**config.mk**
```make
export PLATFORM = sky130hd
export DESIGN_NAME = escaped_key_value_list_parser
export DESIGN_NICKNAME = d
export VERILOG_FILES = /design/src/design/ekvp_pkg.sv /design/src/design/escaped_key_value_list_parser.sv /design/src/design/ekvp_front.sv /design/src/design/ekvp_queue.sv /design/src/design/ekvp_back.sv
export SDC_FILE = /design/constraint.sdc
export NUM_CORES = 1
export LEC_CHECK = 0
export ABC_AREA = 1
export BUFFER_PORTS_ARGS = -buffer_cell sky130_fd_sc_hd__buf_4
export CAP_MARGIN = 20
export CELL_PAD_IN_SITES_DETAIL_PLACEMENT = 0
export CELL_PAD_IN_SITES_GLOBAL_PLACEMENT = 1
export CORE_AREA = 4 4 117 119
export DETAILED_ROUTE_END_ITERATION = 8
export DIE_AREA = 0 0 121 123
export PLACE_DENSITY = 0.85
export SLEW_MARGIN = 0
export SYNTH_ARGS = -nofsm -noshare
export SYNTH_HDL_FRONTEND = slang
export SYNTH_SLANG_ARGS = --single-unit
export TNS_END_PERCENT = 5
```
**constraint.sdc**
```tcl
create_clock -name clk -period 6.3 [get_ports clk]
set_input_delay 0.315 -clock clk [delete_from_list [all_inputs] [get_ports clk]]
set_output_delay 0.315 -clock clk [all_outputs]
set_load 0.005 [all_outputs]
```
**src/design/ekvp_pkg.sv**
```systemverilog
`timescale 1ns / 1ps
`default_nettype none

package ekvp_pkg;

    localparam int QueueDepth = 4;
    localparam int QueuePtrW = $clog2(QueueDepth);
    localparam int MaxResults = 3;

    localparam logic [2:0] K_NAME_BYTE  = 3'd0;
    localparam logic [2:0] K_VALUE_BYTE = 3'd1;
    localparam logic [2:0] K_NAME_DONE  = 3'd2;
    localparam logic [2:0] K_ELEM_DONE  = 3'd3;
    localparam logic [2:0] K_PAIR_DONE  = 3'd4;
    localparam logic [2:0] K_ERROR      = 3'd5;
    localparam logic [2:0] K_ALL_DONE   = 3'd6;

    localparam logic [2:0] E_NONE      = 3'd0;
    localparam logic [2:0] E_LETTER    = 3'd1;
    localparam logic [2:0] E_EQUALS    = 3'd2;
    localparam logic [2:0] E_PREMATURE = 3'd3;
    localparam logic [2:0] E_HEX       = 3'd4;

    typedef struct packed {
        logic [7:0] ch;
        logic       end_of_string;
    } item_t;

    typedef struct packed {
        logic [2:0] kind;
        logic [7:0] data_byte;
        logic [2:0] error_code;
        logic       last;
    } result_t;

    // up to three results caused by one character; cnt is never zero in the queue
    typedef struct packed {
        logic [1:0]             cnt;
        result_t [MaxResults-1:0] res;
    } bundle_t;

    typedef struct packed {
        logic    push;
        bundle_t bundle;
    } push_t;

    typedef struct packed {
        logic    full;
        logic    empty;
        bundle_t head;
    } queue_status_t;

endpackage

`default_nettype wire

```
**src/design/escaped_key_value_list_parser.sv**
```systemverilog
// Path: result words are queued, then loaded into the output register.
// Throughput: one character per cycle while the queue is not full and each
// gives at most one word; the single output register sends one word per cycle
// unless result_stall holds it, and a four-entry queue absorbs bursts.
// Reset: parser back to expecting a name letter, queue emptied, no word valid.
`timescale 1ns / 1ps
`default_nettype none

module escaped_key_value_list_parser
(
    input  wire logic              clk,
    input  wire logic              rst_n,
    input  wire logic              item_valid,
    output logic                   item_stall,
    input  wire ekvp_pkg::item_t   item,
    output logic                   result_valid,
    input  wire logic              result_stall,
    output ekvp_pkg::result_t      result
);
    import ekvp_pkg::*;

    push_t         push;
    queue_status_t status;
    logic          pop;

    assign item_stall = status.full;

    ekvp_front u_front
    (
        .clk        (clk),
        .rst_n      (rst_n),
        .item_valid (item_valid),
        .item       (item),
        .queue_full (status.full),
        .push       (push)
    );

    ekvp_queue u_queue
    (
        .clk    (clk),
        .rst_n  (rst_n),
        .push   (push),
        .pop    (pop),
        .status (status)
    );

    ekvp_back u_back
    (
        .clk          (clk),
        .rst_n        (rst_n),
        .status       (status),
        .pop          (pop),
        .result_valid (result_valid),
        .result_stall (result_stall),
        .result       (result)
    );

endmodule

`default_nettype wire

```
**src/design/ekvp_front.sv**
```systemverilog
`timescale 1ns / 1ps
`default_nettype none

module ekvp_front
(
    input  wire logic                   clk,
    input  wire logic                   rst_n,
    input  wire logic                   item_valid,
    input  wire ekvp_pkg::item_t        item,
    input  wire logic                   queue_full,
    output ekvp_pkg::push_t             push
);
    import ekvp_pkg::*;

    typedef enum logic [7:0] {
        PH_NAME_FIRST = 8'b0000_0001,
        PH_NAME_REST  = 8'b0000_0010,
        PH_VALUE      = 8'b0000_0100,
        PH_ESCAPE     = 8'b0000_1000,
        PH_HEX1       = 8'b0001_0000,
        PH_HEX2       = 8'b0010_0000,
        PH_HEX2_BAD   = 8'b0100_0000,
        PH_SKIP       = 8'b1000_0000
    } phase_t;

    localparam logic [7:0] CH_EQUALS = 8'h3D;
    localparam logic [7:0] CH_SEMI   = 8'h3B;
    localparam logic [7:0] CH_COMMA  = 8'h2C;
    localparam logic [7:0] CH_BSLASH = 8'h5C;
    localparam logic [7:0] CH_UNDER  = 8'h5F;
    localparam logic [7:0] CH_X      = 8'h78;
    localparam logic [7:0] CH_N      = 8'h6E;
    localparam logic [7:0] CH_T      = 8'h74;
    localparam logic [7:0] CH_R      = 8'h72;
    localparam logic [7:0] CH_LF     = 8'h0A;
    localparam logic [7:0] CH_TAB    = 8'h09;
    localparam logic [7:0] CH_CR     = 8'h0D;

    phase_t     phase_reg, phase_next;
    logic [3:0] nib_reg, nib_next;

    logic       accept;
    logic       is_alpha, is_digit, is_hex;
    logic [3:0] hex_val;
    logic [7:0] c;
    logic       e;
    logic       p_en;
    logic [2:0] p_kind;
    logic [7:0] p_data;
    logic [2:0] err;
    logic       finish;
    bundle_t    b;

    assign c = item.ch;
    assign e = item.end_of_string;
    assign accept = item_valid && !queue_full;

    always_comb
    begin
        is_alpha = (c >= 8'h41 && c <= 8'h5A) || (c >= 8'h61 && c <= 8'h7A);
        is_digit = (c >= 8'h30 && c <= 8'h39);
        is_hex   = 1'b1;
        hex_val  = 4'd0;
        if (is_digit)
        begin
            hex_val = 4'(c - 8'h30);
        end
        else if (c >= 8'h41 && c <= 8'h46)
        begin
            hex_val = 4'(c - 8'h41 + 8'h0A);
        end
        else if (c >= 8'h61 && c <= 8'h66)
        begin
            hex_val = 4'(c - 8'h61 + 8'h0A);
        end
        else
        begin
            is_hex = 1'b0;
        end
    end

    always_comb
    begin
        p_en       = 1'b0;
        p_kind     = K_VALUE_BYTE;
        p_data     = 8'd0;
        err        = E_NONE;
        finish     = 1'b0;
        phase_next = phase_reg;
        nib_next   = nib_reg;

        case (phase_reg)
            PH_NAME_FIRST:
            begin
                if (is_alpha)
                begin
                    p_en   = 1'b1;
                    p_kind = K_NAME_BYTE;
                    p_data = c;
                    if (e) err = E_PREMATURE;
                    else   phase_next = PH_NAME_REST;
                end
                else
                begin
                    err = E_LETTER;
                end
            end
            PH_NAME_REST:
            begin
                if (is_alpha || is_digit || c == CH_UNDER)
                begin
                    p_en   = 1'b1;
                    p_kind = K_NAME_BYTE;
                    p_data = c;
                    if (e) err = E_PREMATURE;
                end
                else if (c == CH_EQUALS)
                begin
                    p_en   = 1'b1;
                    p_kind = K_NAME_DONE;
                    if (e) finish = 1'b1;
                    else   phase_next = PH_VALUE;
                end
                else
                begin
                    err = E_EQUALS;
                end
            end
            PH_VALUE:
            begin
                if (c == CH_SEMI)
                begin
                    p_en   = 1'b1;
                    p_kind = K_PAIR_DONE;
                    if (e) err = E_PREMATURE;
                    else   phase_next = PH_NAME_FIRST;
                end
                else if (c == CH_COMMA)
                begin
                    p_en   = 1'b1;
                    p_kind = K_ELEM_DONE;
                    if (e) finish = 1'b1;
                end
                else if (c == CH_BSLASH)
                begin
                    if (e) err = E_PREMATURE;
                    else   phase_next = PH_ESCAPE;
                end
                else
                begin
                    p_en   = 1'b1;
                    p_data = c;
                    if (e) finish = 1'b1;
                end
            end
            PH_ESCAPE:
            begin
                if (c == CH_X)
                begin
                    if (e) err = E_PREMATURE;
                    else   phase_next = PH_HEX1;
                end
                else
                begin
                    if (c == CH_SEMI || c == CH_BSLASH || c == CH_COMMA)
                    begin
                        p_en   = 1'b1;
                        p_data = c;
                    end
                    else if (c == CH_N)
                    begin
                        p_en   = 1'b1;
                        p_data = CH_LF;
                    end
                    else if (c == CH_T)
                    begin
                        p_en   = 1'b1;
                        p_data = CH_TAB;
                    end
                    else if (c == CH_R)
                    begin
                        p_en   = 1'b1;
                        p_data = CH_CR;
                    end
                    if (e) finish = 1'b1;
                    else   phase_next = PH_VALUE;
                end
            end
            PH_HEX1:
            begin
                if (e)
                begin
                    err = E_PREMATURE;
                end
                else if (is_hex)
                begin
                    nib_next   = hex_val;
                    phase_next = PH_HEX2;
                end
                else
                begin
                    nib_next   = 4'd0;
                    phase_next = PH_HEX2_BAD;
                end
            end
            PH_HEX2:
            begin
                if (is_hex)
                begin
                    p_en     = 1'b1;
                    p_data   = {nib_reg, hex_val};
                    nib_next = 4'd0;
                    if (e) finish = 1'b1;
                    else   phase_next = PH_VALUE;
                end
                else
                begin
                    err = E_HEX;
                end
            end
            PH_HEX2_BAD:
            begin
                err = E_HEX;
            end
            PH_SKIP:
            begin
                if (e)
                begin
                    phase_next = PH_NAME_FIRST;
                    nib_next   = 4'd0;
                end
            end
            default:
            begin
                phase_next = PH_NAME_FIRST;
                nib_next   = 4'd0;
            end
        endcase

        if (err != E_NONE)
        begin
            nib_next   = 4'd0;
            phase_next = e ? PH_NAME_FIRST : PH_SKIP;
        end
        else if (finish)
        begin
            nib_next   = 4'd0;
            phase_next = PH_NAME_FIRST;
        end
    end

    // pack results in order: primary, then error or pair/all done
    always_comb
    begin
        b = '0;
        if (p_en)
        begin
            b.res[0].kind      = p_kind;
            b.res[0].data_byte = p_data;
            if (err != E_NONE)
            begin
                b.res[1].kind       = K_ERROR;
                b.res[1].error_code = err;
                b.cnt               = 2'd2;
            end
            else if (finish)
            begin
                b.res[1].kind = K_PAIR_DONE;
                b.res[2].kind = K_ALL_DONE;
                b.cnt         = 2'd3;
            end
            else
            begin
                b.cnt = 2'd1;
            end
        end
        else if (err != E_NONE)
        begin
            b.res[0].kind       = K_ERROR;
            b.res[0].error_code = err;
            b.cnt               = 2'd1;
        end
        else if (finish)
        begin
            b.res[0].kind = K_PAIR_DONE;
            b.res[1].kind = K_ALL_DONE;
            b.cnt         = 2'd2;
        end
    end

    assign push.push   = accept && (b.cnt != 2'd0);
    assign push.bundle = b;

    always_ff @(posedge clk or negedge rst_n)
    begin
        if (!rst_n)
        begin
            phase_reg <= PH_NAME_FIRST;
            nib_reg   <= 4'd0;
        end
        else if (accept)
        begin
            phase_reg <= phase_next;
            nib_reg   <= nib_next;
        end
    end

endmodule

`default_nettype wire

```
**src/design/ekvp_queue.sv**
```systemverilog
`timescale 1ns / 1ps
`default_nettype none

module ekvp_queue
(
    input  wire logic                    clk,
    input  wire logic                    rst_n,
    input  wire ekvp_pkg::push_t         push,
    input  wire logic                    pop,
    output ekvp_pkg::queue_status_t      status
);
    import ekvp_pkg::*;

    bundle_t              slot_reg [QueueDepth];
    logic [QueuePtrW-1:0] wr_ptr_reg, rd_ptr_reg;
    logic [QueuePtrW:0]   count_reg, count_next;
    logic                 do_push, do_pop;

    assign status.full  = (count_reg == (QueuePtrW+1)'(QueueDepth));
    assign status.empty = (count_reg == '0);
    assign status.head  = slot_reg[rd_ptr_reg];

    assign do_push = push.push && !status.full;
    assign do_pop  = pop && !status.empty;

    always_comb
    begin
        count_next = count_reg;
        if (do_push && !do_pop)
        begin
            count_next = count_reg + 1'b1;
        end
        else if (do_pop && !do_push)
        begin
            count_next = count_reg - 1'b1;
        end
    end

    always_ff @(posedge clk)
    begin
        if (do_push)
        begin
            slot_reg[wr_ptr_reg] <= push.bundle;
        end
    end

    always_ff @(posedge clk or negedge rst_n)
    begin
        if (!rst_n)
        begin
            wr_ptr_reg <= '0;
            rd_ptr_reg <= '0;
            count_reg  <= '0;
        end
        else
        begin
            if (do_push) wr_ptr_reg <= wr_ptr_reg + 1'b1;
            if (do_pop)  rd_ptr_reg <= rd_ptr_reg + 1'b1;
            count_reg <= count_next;
        end
    end

endmodule

`default_nettype wire

```
**src/design/ekvp_back.sv**
```systemverilog
`timescale 1ns / 1ps
`default_nettype none

module ekvp_back
(
    input  wire logic                    clk,
    input  wire logic                    rst_n,
    input  wire ekvp_pkg::queue_status_t status,
    output logic                         pop,
    output logic                         result_valid,
    input  wire logic                    result_stall,
    output ekvp_pkg::result_t            result
);
    import ekvp_pkg::*;

    logic [1:0] sub_reg;
    logic       valid_reg;
    result_t    out_reg;
    logic       load;
    logic       final_word;
    result_t    word;

    assign load       = !status.empty && (!valid_reg || !result_stall);
    assign final_word = (sub_reg == status.head.cnt - 2'd1);
    assign pop        = load && final_word;

    always_comb
    begin
        word      = status.head.res[sub_reg];
        word.last = final_word;
    end

    always_ff @(posedge clk)
    begin
        if (load)
        begin
            out_reg <= word;
        end
    end

    always_ff @(posedge clk or negedge rst_n)
    begin
        if (!rst_n)
        begin
            sub_reg   <= 2'd0;
            valid_reg <= 1'b0;
        end
        else
        begin
            if (load)
            begin
                sub_reg <= final_word ? 2'd0 : sub_reg + 2'd1;
            end
            if (load)
            begin
                valid_reg <= 1'b1;
            end
            else if (!result_stall)
            begin
                valid_reg <= 1'b0;
            end
        end
    end

    assign result_valid = valid_reg;
    assign result       = out_reg;

endmodule

`default_nettype wire
```
==> out/metrics.yaml, run 1 <==
status: "finished clean"
p_per_area_mw_per_mm2: 491.4
synth-simple-area-share_pct: 26.21
fillers: 1029
total_power_w: 0.003747
detail_route.iter0.violations: 366
cts-hold-fix-buffers: 1
fp.dieArea_mm2: 0.01488
worst_pin_slew_ps: 762.4
synth_xor_area_share_pct: 0.9443
synth_warnings: 0
leakage_nw: 3.197
fin_worst_skew_ps: 7.116
max_cap_viol_count: 0
crit_required_ps: 6600
synth_top_family_by_area: "simple AND/OR/NAND/NOR gates"
fp.dieH_um: 123
track_usage_pct: 21.33
peakVddDrop_mv: 0.2553
wl_per_cell_um: 16.30
clk_pin_slew_worst_paths_ps: 60
grt_max_degree: 46
h-tree-depth: 4
gp_congestion: 0.9675
clock_latency_ps: 410
portBuffers: 29
cp_max_fo: 45
cts_buffers: 17
start_kind: "flip-flop"
cts_resized: 0
vias: 4996
gr-total-overflow: 0
rows: 41
io_pins: 30
crit_type: "flip-flop to flip-flop"
synth_compound_area_share_pct: 9.096
synthToLayoutAreaGrowth_pct: 17.44
grt_pass1_wl_mm: 24.32
ys_ff_latch: 125
cts_max_path_buffers: 2
drcViolationCount: 0
worstHoldStart: "result_stall"
grt_setup_unrepaired: "no"
whs_ps: 130.8
synth_area_per_cell_um2: 9.396
antenna_left: 0
antenna_cells: 0
nets: 761
fin_crit_sh_pct: 63.80
slew_violations: 0
syn_inst: 691
drive_gt1_share_pct: 18.53
r2r-start: "u_queue.rd_ptr_reg[0]$_DFFE_PN0P_"
cts-root-buf: "clkbuf_16"
ys_types: 46
cts_tree: "done"
initial_utilization_pct: 51.66
cts.sinks: 125
dr.pass1.iters: 5
die_width_um: 121
tns_ps: 0
setup_viol: 0
place_hpwl_mm: 10.54
critPathCaptureType: "flip-flop"
period_minus_slack_ps: 4020
grt_pass1_vias: 4910
vias_per_cell: 5.419
post-cts-setup-buffers: 0
clock.fmax_mhz: 248.8
core_area_mm2: 0.01257
largest_reg_flops: 88
hold_path_class: "primary input to flip-flop"
totalWireLength_mm: 15.03
synthesis.area_mm2: 0.006492
synth-adder-area-share_pct: 2.235
antenna_found_initial: 0
ys_seq_area_share_pct: 56.14
critical_path_arrival_ps: 4320
crit_start: "u_queue.rd_ptr_reg[0]$_DFFE_PN0P_"
hold_viol: 0
synthMuxAreaShare_pct: 0.1734
relSlewSlack_pct: 49.12
layout make-up:
cell class	count	area (µm²)	area share, %
timing repair buffer	43	387.9	5.087
tap	172	215.2	2.822
sequential	125	3645	47.80
clock buffer	17	425.4	5.579
clock inverter	15	172.7	2.265
inverter	65	244.0	3.200
multi-input combinational	485	2535	33.25
metrics by stage:
stage	util, %	cells	instance area, µm²	setup WS [ps]
after floorplan	-	694	6504	2575
after global placement	54.97	883	6909	1974
after detailed placement	55.43	886	6967	1839
after CTS	60.27	919	7575	2215
after global routing	60.67	922	7625	1949
final	60.67	922	7625	2280
synthesized netlist by cell type, drive strengths merged:
cell	instances	share of area (%)
a21bo	1	0.15
a21oi	16	1.3
a22o	4	0.54
a31oi	1	0.096
buf	6	0.64
clkbuf	13	0.75
clkinv	1	0.058
conb	1	0.058
dfrtp	21	8.1
dfstp	1	0.40
edfxtp	103	48
fa	1	0.31
ha	10	1.9
inv	64	3.7
mux2	1	0.17
nand2	155	10
nand3	56	4.6
nand3b	2	0.42
nand4	10	1.3
nor2	125	8.4
nor3	6	0.81
nor4	1	0.33
o211ai	2	0.23
o21a	1	0.12
o21ai	65	5.0
o221ai	1	0.13
o22a	1	0.13
o22ai	13	1.3
o311ai	1	0.13
or2	1	0.096
xnor2	1	0.13
xor2	6	0.81
layer usage:
layer,global-route usage (%),up-vias,part of all wire (%),wire (µm)
met1,26.60,2369,43,6463
met3,5.398,29,5.7,859
met5,0,-,0,0
li1,-,2436,-,-
met2,35.39,162,49,7331
met4,9.348,0,2.5,372
critical path: stages, from the launching register on:
cell and delay [ps]:
dfrtp_1 320, buf_4 400, clkinv_1 590, buf_16 360
o21ai_0 210, o22a_1 220, xor2_1 220, nand2_1 90
o21ai_0 180, nand2_1 230, ha_1 270, inv_1 100
fa_1 430, mux2_2 270
kinds of logic (layout without fill, tap and decap cells):
group,count (synthesis),in the layout
xor gates and xnor gates,7,7
other,1,4
adders and majority gates,11,11
buffers and inverters,84,140
muxes,1,1
AOI/OAI and AO/OA,106,106
DFF,125,125
and+or+nand+nor,356,356
where the power goes:
part	internal [W]	switching [W]
combinational	0.000507	0.000967
sequential	0.00123	0.0000751
clock	0.000619	0.000353
total	0.00235	0.00140
path summary, 6_finish.rpt:
check / depth (start not counted) / endpoint / slack [ps]
max: 13 / u_queue.count_reg[1]$_DFFE_PN0P_ / 2280
max in group asynchronous: 2 / u_front.phase_reg[0]$_DFFE_PN1P_ / 5710
min in group asynchronous: 2 / u_front.phase_reg[2]$_DFFE_PN0P_ / 310
min reg2reg: 2 / u_front.nib_reg[1]$_DFFE_PN0P_ / 500
max reg2reg: 13 / u_queue.count_reg[1]$_DFFE_PN0P_ / 2280
min: 3 / u_back.result_valid$_DFFE_PN0P_ / 130
layout by cell type (no fill, tap or decap), types with 4 or more instances in the layout:
cell	instances
a21oi_1	15
a22o_1	4
buf_4	37
clkbuf_16	17
clkinvlp_4	4
conb_1	4
dfrtp_1	21
edfxtp_1	103
ha_1	10
inv_1	56
inv_2	8
nand2_1	134
nand2_2	15
nand2_4	6
nand3_1	52
nand3_2	4
nand4_1	8
nor2_1	102
nor2_2	19
nor3_1	4
o21ai_0	65
o22ai_1	13
xor2_1	6
Note: power is estimated with default switching activity, not from simulation.
==> run 2: changes to the inputs <==
CORE_AREA = 4 4 128 130   (was 4 4 117 119)
DIE_AREA = 0 0 132 134   (was 0 0 121 123)
PLACE_DENSITY = 0.76   (was 0.85)
clock period = 3.68 ns   (was 6.3 ns; I/O delays follow)
==> run 2 against run 1 <==
Global-route usage decreased by 3.0 points. Setup slack lost 2000 ps. Largest power group unchanged. Register-to-register slack got worse by 2000 ps. Sequential power up 72%.
==> out/metrics.yaml, run 2 (synthesized netlist as in run 1, its figures left out) <==
peakVddDrop_mv: 0.3530  # +38%
hold_path_class: "primary input to flip-flop"
setup_viol: 0  # unchanged
totalWireLength_mm: 15.49  # +3.1%
nets: 767  # +0.79%
hold_viol: 0  # unchanged
detail_route.iter0.violations: 269  # -27%
fp.dieH_um: 134  # +8.9%
grt_pass1_wl_mm: 25.39  # +4.4%
hold_depth: 4  # +1
portBuffers: 29  # unchanged
vias_per_cell: 5.271  # -2.7%
core_area_mm2: 0.01515  # +21%
dr_wl_met3_um: 660  # -23%
start_kind: "flip-flop"
initial_utilization_pct: 42.87  # -8.8 points
track_usage_pct: 18.32  # -3.0 points
cts_tree: "done"
grt_pass1_vias: 4921  # +0.22%
max_cap_viol_count: 0  # unchanged
gr-total-overflow: 0  # unchanged
fin_worst_skew_ps: 10.00  # +2.884 ps
drive_gt1_share_pct: 19.12  # +0.59 points
leakage_nw: 3.174  # -0.71%
wl_per_cell_um: 16.46  # +0.97%
rr_endpoint: "u_queue.count_reg[1]$_DFFE_PN0P_"
slew_violations: 0  # unchanged
place_hpwl_mm: 10.66  # +1.2%
h-tree-depth: 4  # unchanged
routed-wl-met2_mm: 7.539  # +2.8%
cts_max_path_buffers: 2  # unchanged
critical_path_arrival_ps: 3650  # -670 ps
clk_pin_slew_worst_paths_ps: 50  # about the same
cts-root-buf: "clkbuf_16"
wl_met1_mm: 7.010  # +8.5%
fillers: 1388  # +35%
grt_setup_unrepaired: "no"
io_pins: 30  # unchanged
cp_max_fo: 7  # -84%
period_minus_slack_ps: 3355  # -664.6 ps
crit_start: "u_front.phase_reg[4]$_DFFE_PN0P_"
cts_buffers: 17  # unchanged
rows: 45  # +9.8%
tns_ps: 0  # unchanged
rrSetupSlack_ps: 320  # -1960 ps
drcViolationCount: 0  # unchanged
whs_ps: 136.6  # +5.764 ps
min_delay_worst_endpoint: "u_front.phase_reg[7]$_DFFE_PN0P_"
p_per_area_mw_per_mm2: 822.0  # +67%
antenna_left: 0  # unchanged
layout_common_cells: "134 x nand2_1, 103 x edfxtp_1, 99 x nor2_1, 65 x o21ai_0, 56 x inv_1"
antenna_cells: 0  # unchanged
top_layer_used: "met4"
fp.dieArea_mm2: 0.01769  # +19%
relSlewSlack_pct: 60.93  # +12 points
fin_crit_sh_pct: 91.17  # +27 points
critPathCaptureType: "flip-flop"
dr.pass1.iters: 4  # -1
clock_latency_ps: 410  # about the same
die_width_um: 132  # +9.1%
clock.fmax_mhz: 298.1  # +20%
crit_type: "flip-flop to flip-flop"
antenna_found_initial: 0  # unchanged
largest_reg_flops: 88  # unchanged
crit_required_ps: 3980  # -2620 ps
r2r_cells: 17  # +4
synthToLayoutAreaGrowth_pct: 16.67
mostFrequentLayoutCell: "nand2_1"
gp_congestion: 0.9102  # -5.9%
status: "finished clean"
worst_pin_slew_ps: 579.8  # -182.6 ps
grt_max_degree: 35  # -24%
r2r-start: "u_front.phase_reg[4]$_DFFE_PN0P_"
cts.sinks: 125  # unchanged
worstHoldStart: "item[0]"
vias: 4960  # -0.72%
[run 2: changes by cell type in the layout (fill, tap and decap cells not counted), sizes merged]
cell,previous run,this run
clkinvlp,4,1
clkbuf,17,19
bufinv,3,1
inv,65,64
clkinv,8,9
dlygate4sd3,1,2
buf,42,47
[run 2: final cells by class]
| class | instances | area [µm²] | share of cell area [%] |
|---|---|---|---|
| clock inverter | 10 | 77.57 | 1.024 |
| tap | 188 | 235.2 | 3.105 |
| multi-input combinational | 485 | 2565 | 33.86 |
| timing repair buffer | 49 | 372.9 | 4.922 |
| clock buffer | 19 | 432.9 | 5.715 |
| sequential | 125 | 3647 | 48.15 |
| inverter | 65 | 244.0 | 3.221 |
[run 2: metal layers]
layer,GRT usage (%),vias to the layer above
met5,0,-
met4,6.476,0
met3,4.164,24
met2,30.64,117
met1,23.52,2371
li1,-,2448
[run 2: through the flow]
step	area (µm²)	setup WS (ps)	std cells	utilization, %	total power [W]
2_1_floorplan	6504	86.38	694	-	0.003950
3_3_place_gp	7004	89.97	909	46.25	0.004695
3_5_place_dp	7004	48.04	909	46.25	0.004745
4_1_cts	7535	156.3	940	49.75	0.006231
5_1_grt	7575	73.98	941	50.01	0.006693
6_report	7575	324.9	941	50.01	0.006227
[run 2: power breakdown]
group	leakage, nW	internal, W	switching, W
clock network	0.251	0.000902	0.000565
registers	1.25	0.00210	0.000142
logic	1.68	0.000874	0.00164
total	3.17	0.00388	0.00235
[run 2: how the worst max path moves through the flow]
stage / endpoint / slack [ps] / cells past startpoint
floorplan: u_queue.slot_reg[2][0]$_DFFE_PP_ / 90 / 16
global placement: u_queue.count_reg[1]$_DFFE_PN0P_ / 90 / 21
detailed placement: u_queue.count_reg[1]$_DFFE_PN0P_ / 50 / 21
CTS: u_queue.count_reg[1]$_DFFE_PN0P_ / 160 / 19
global route: u_queue.count_reg[2]$_DFFE_PN0P_ / 70 / 21
finish: u_queue.count_reg[1]$_DFFE_PN0P_ / 320 / 17
[run 2: repair_timing]
| item | 4_1_cts | 5_1_grt |
|---|---|---|
| hold buffers | 2 | 0 |
| buffers inserted | 0 | 1 |
| resized for setup | 0 | 8 |
| hold endpoints to repair | 23 | 0 |
| endpoints found under the setup margin | 0 | 2 |
[run 2: worst max-delay path: stages, from the launching register on]
cell      delay [ps]
dfrtp_2          440
nor2_2           170
nand2_1          160
inv_1            120
nand4_1          170
inv_1            180
nand3_2          110
nand2_1          190
nor2_4            70
nand3_2          100
ha_4             210
nand3b_4         180
nand2_4          120
inv_1             60
ha_1             170
inv_1            100
fa_1             420
mux2_2           260
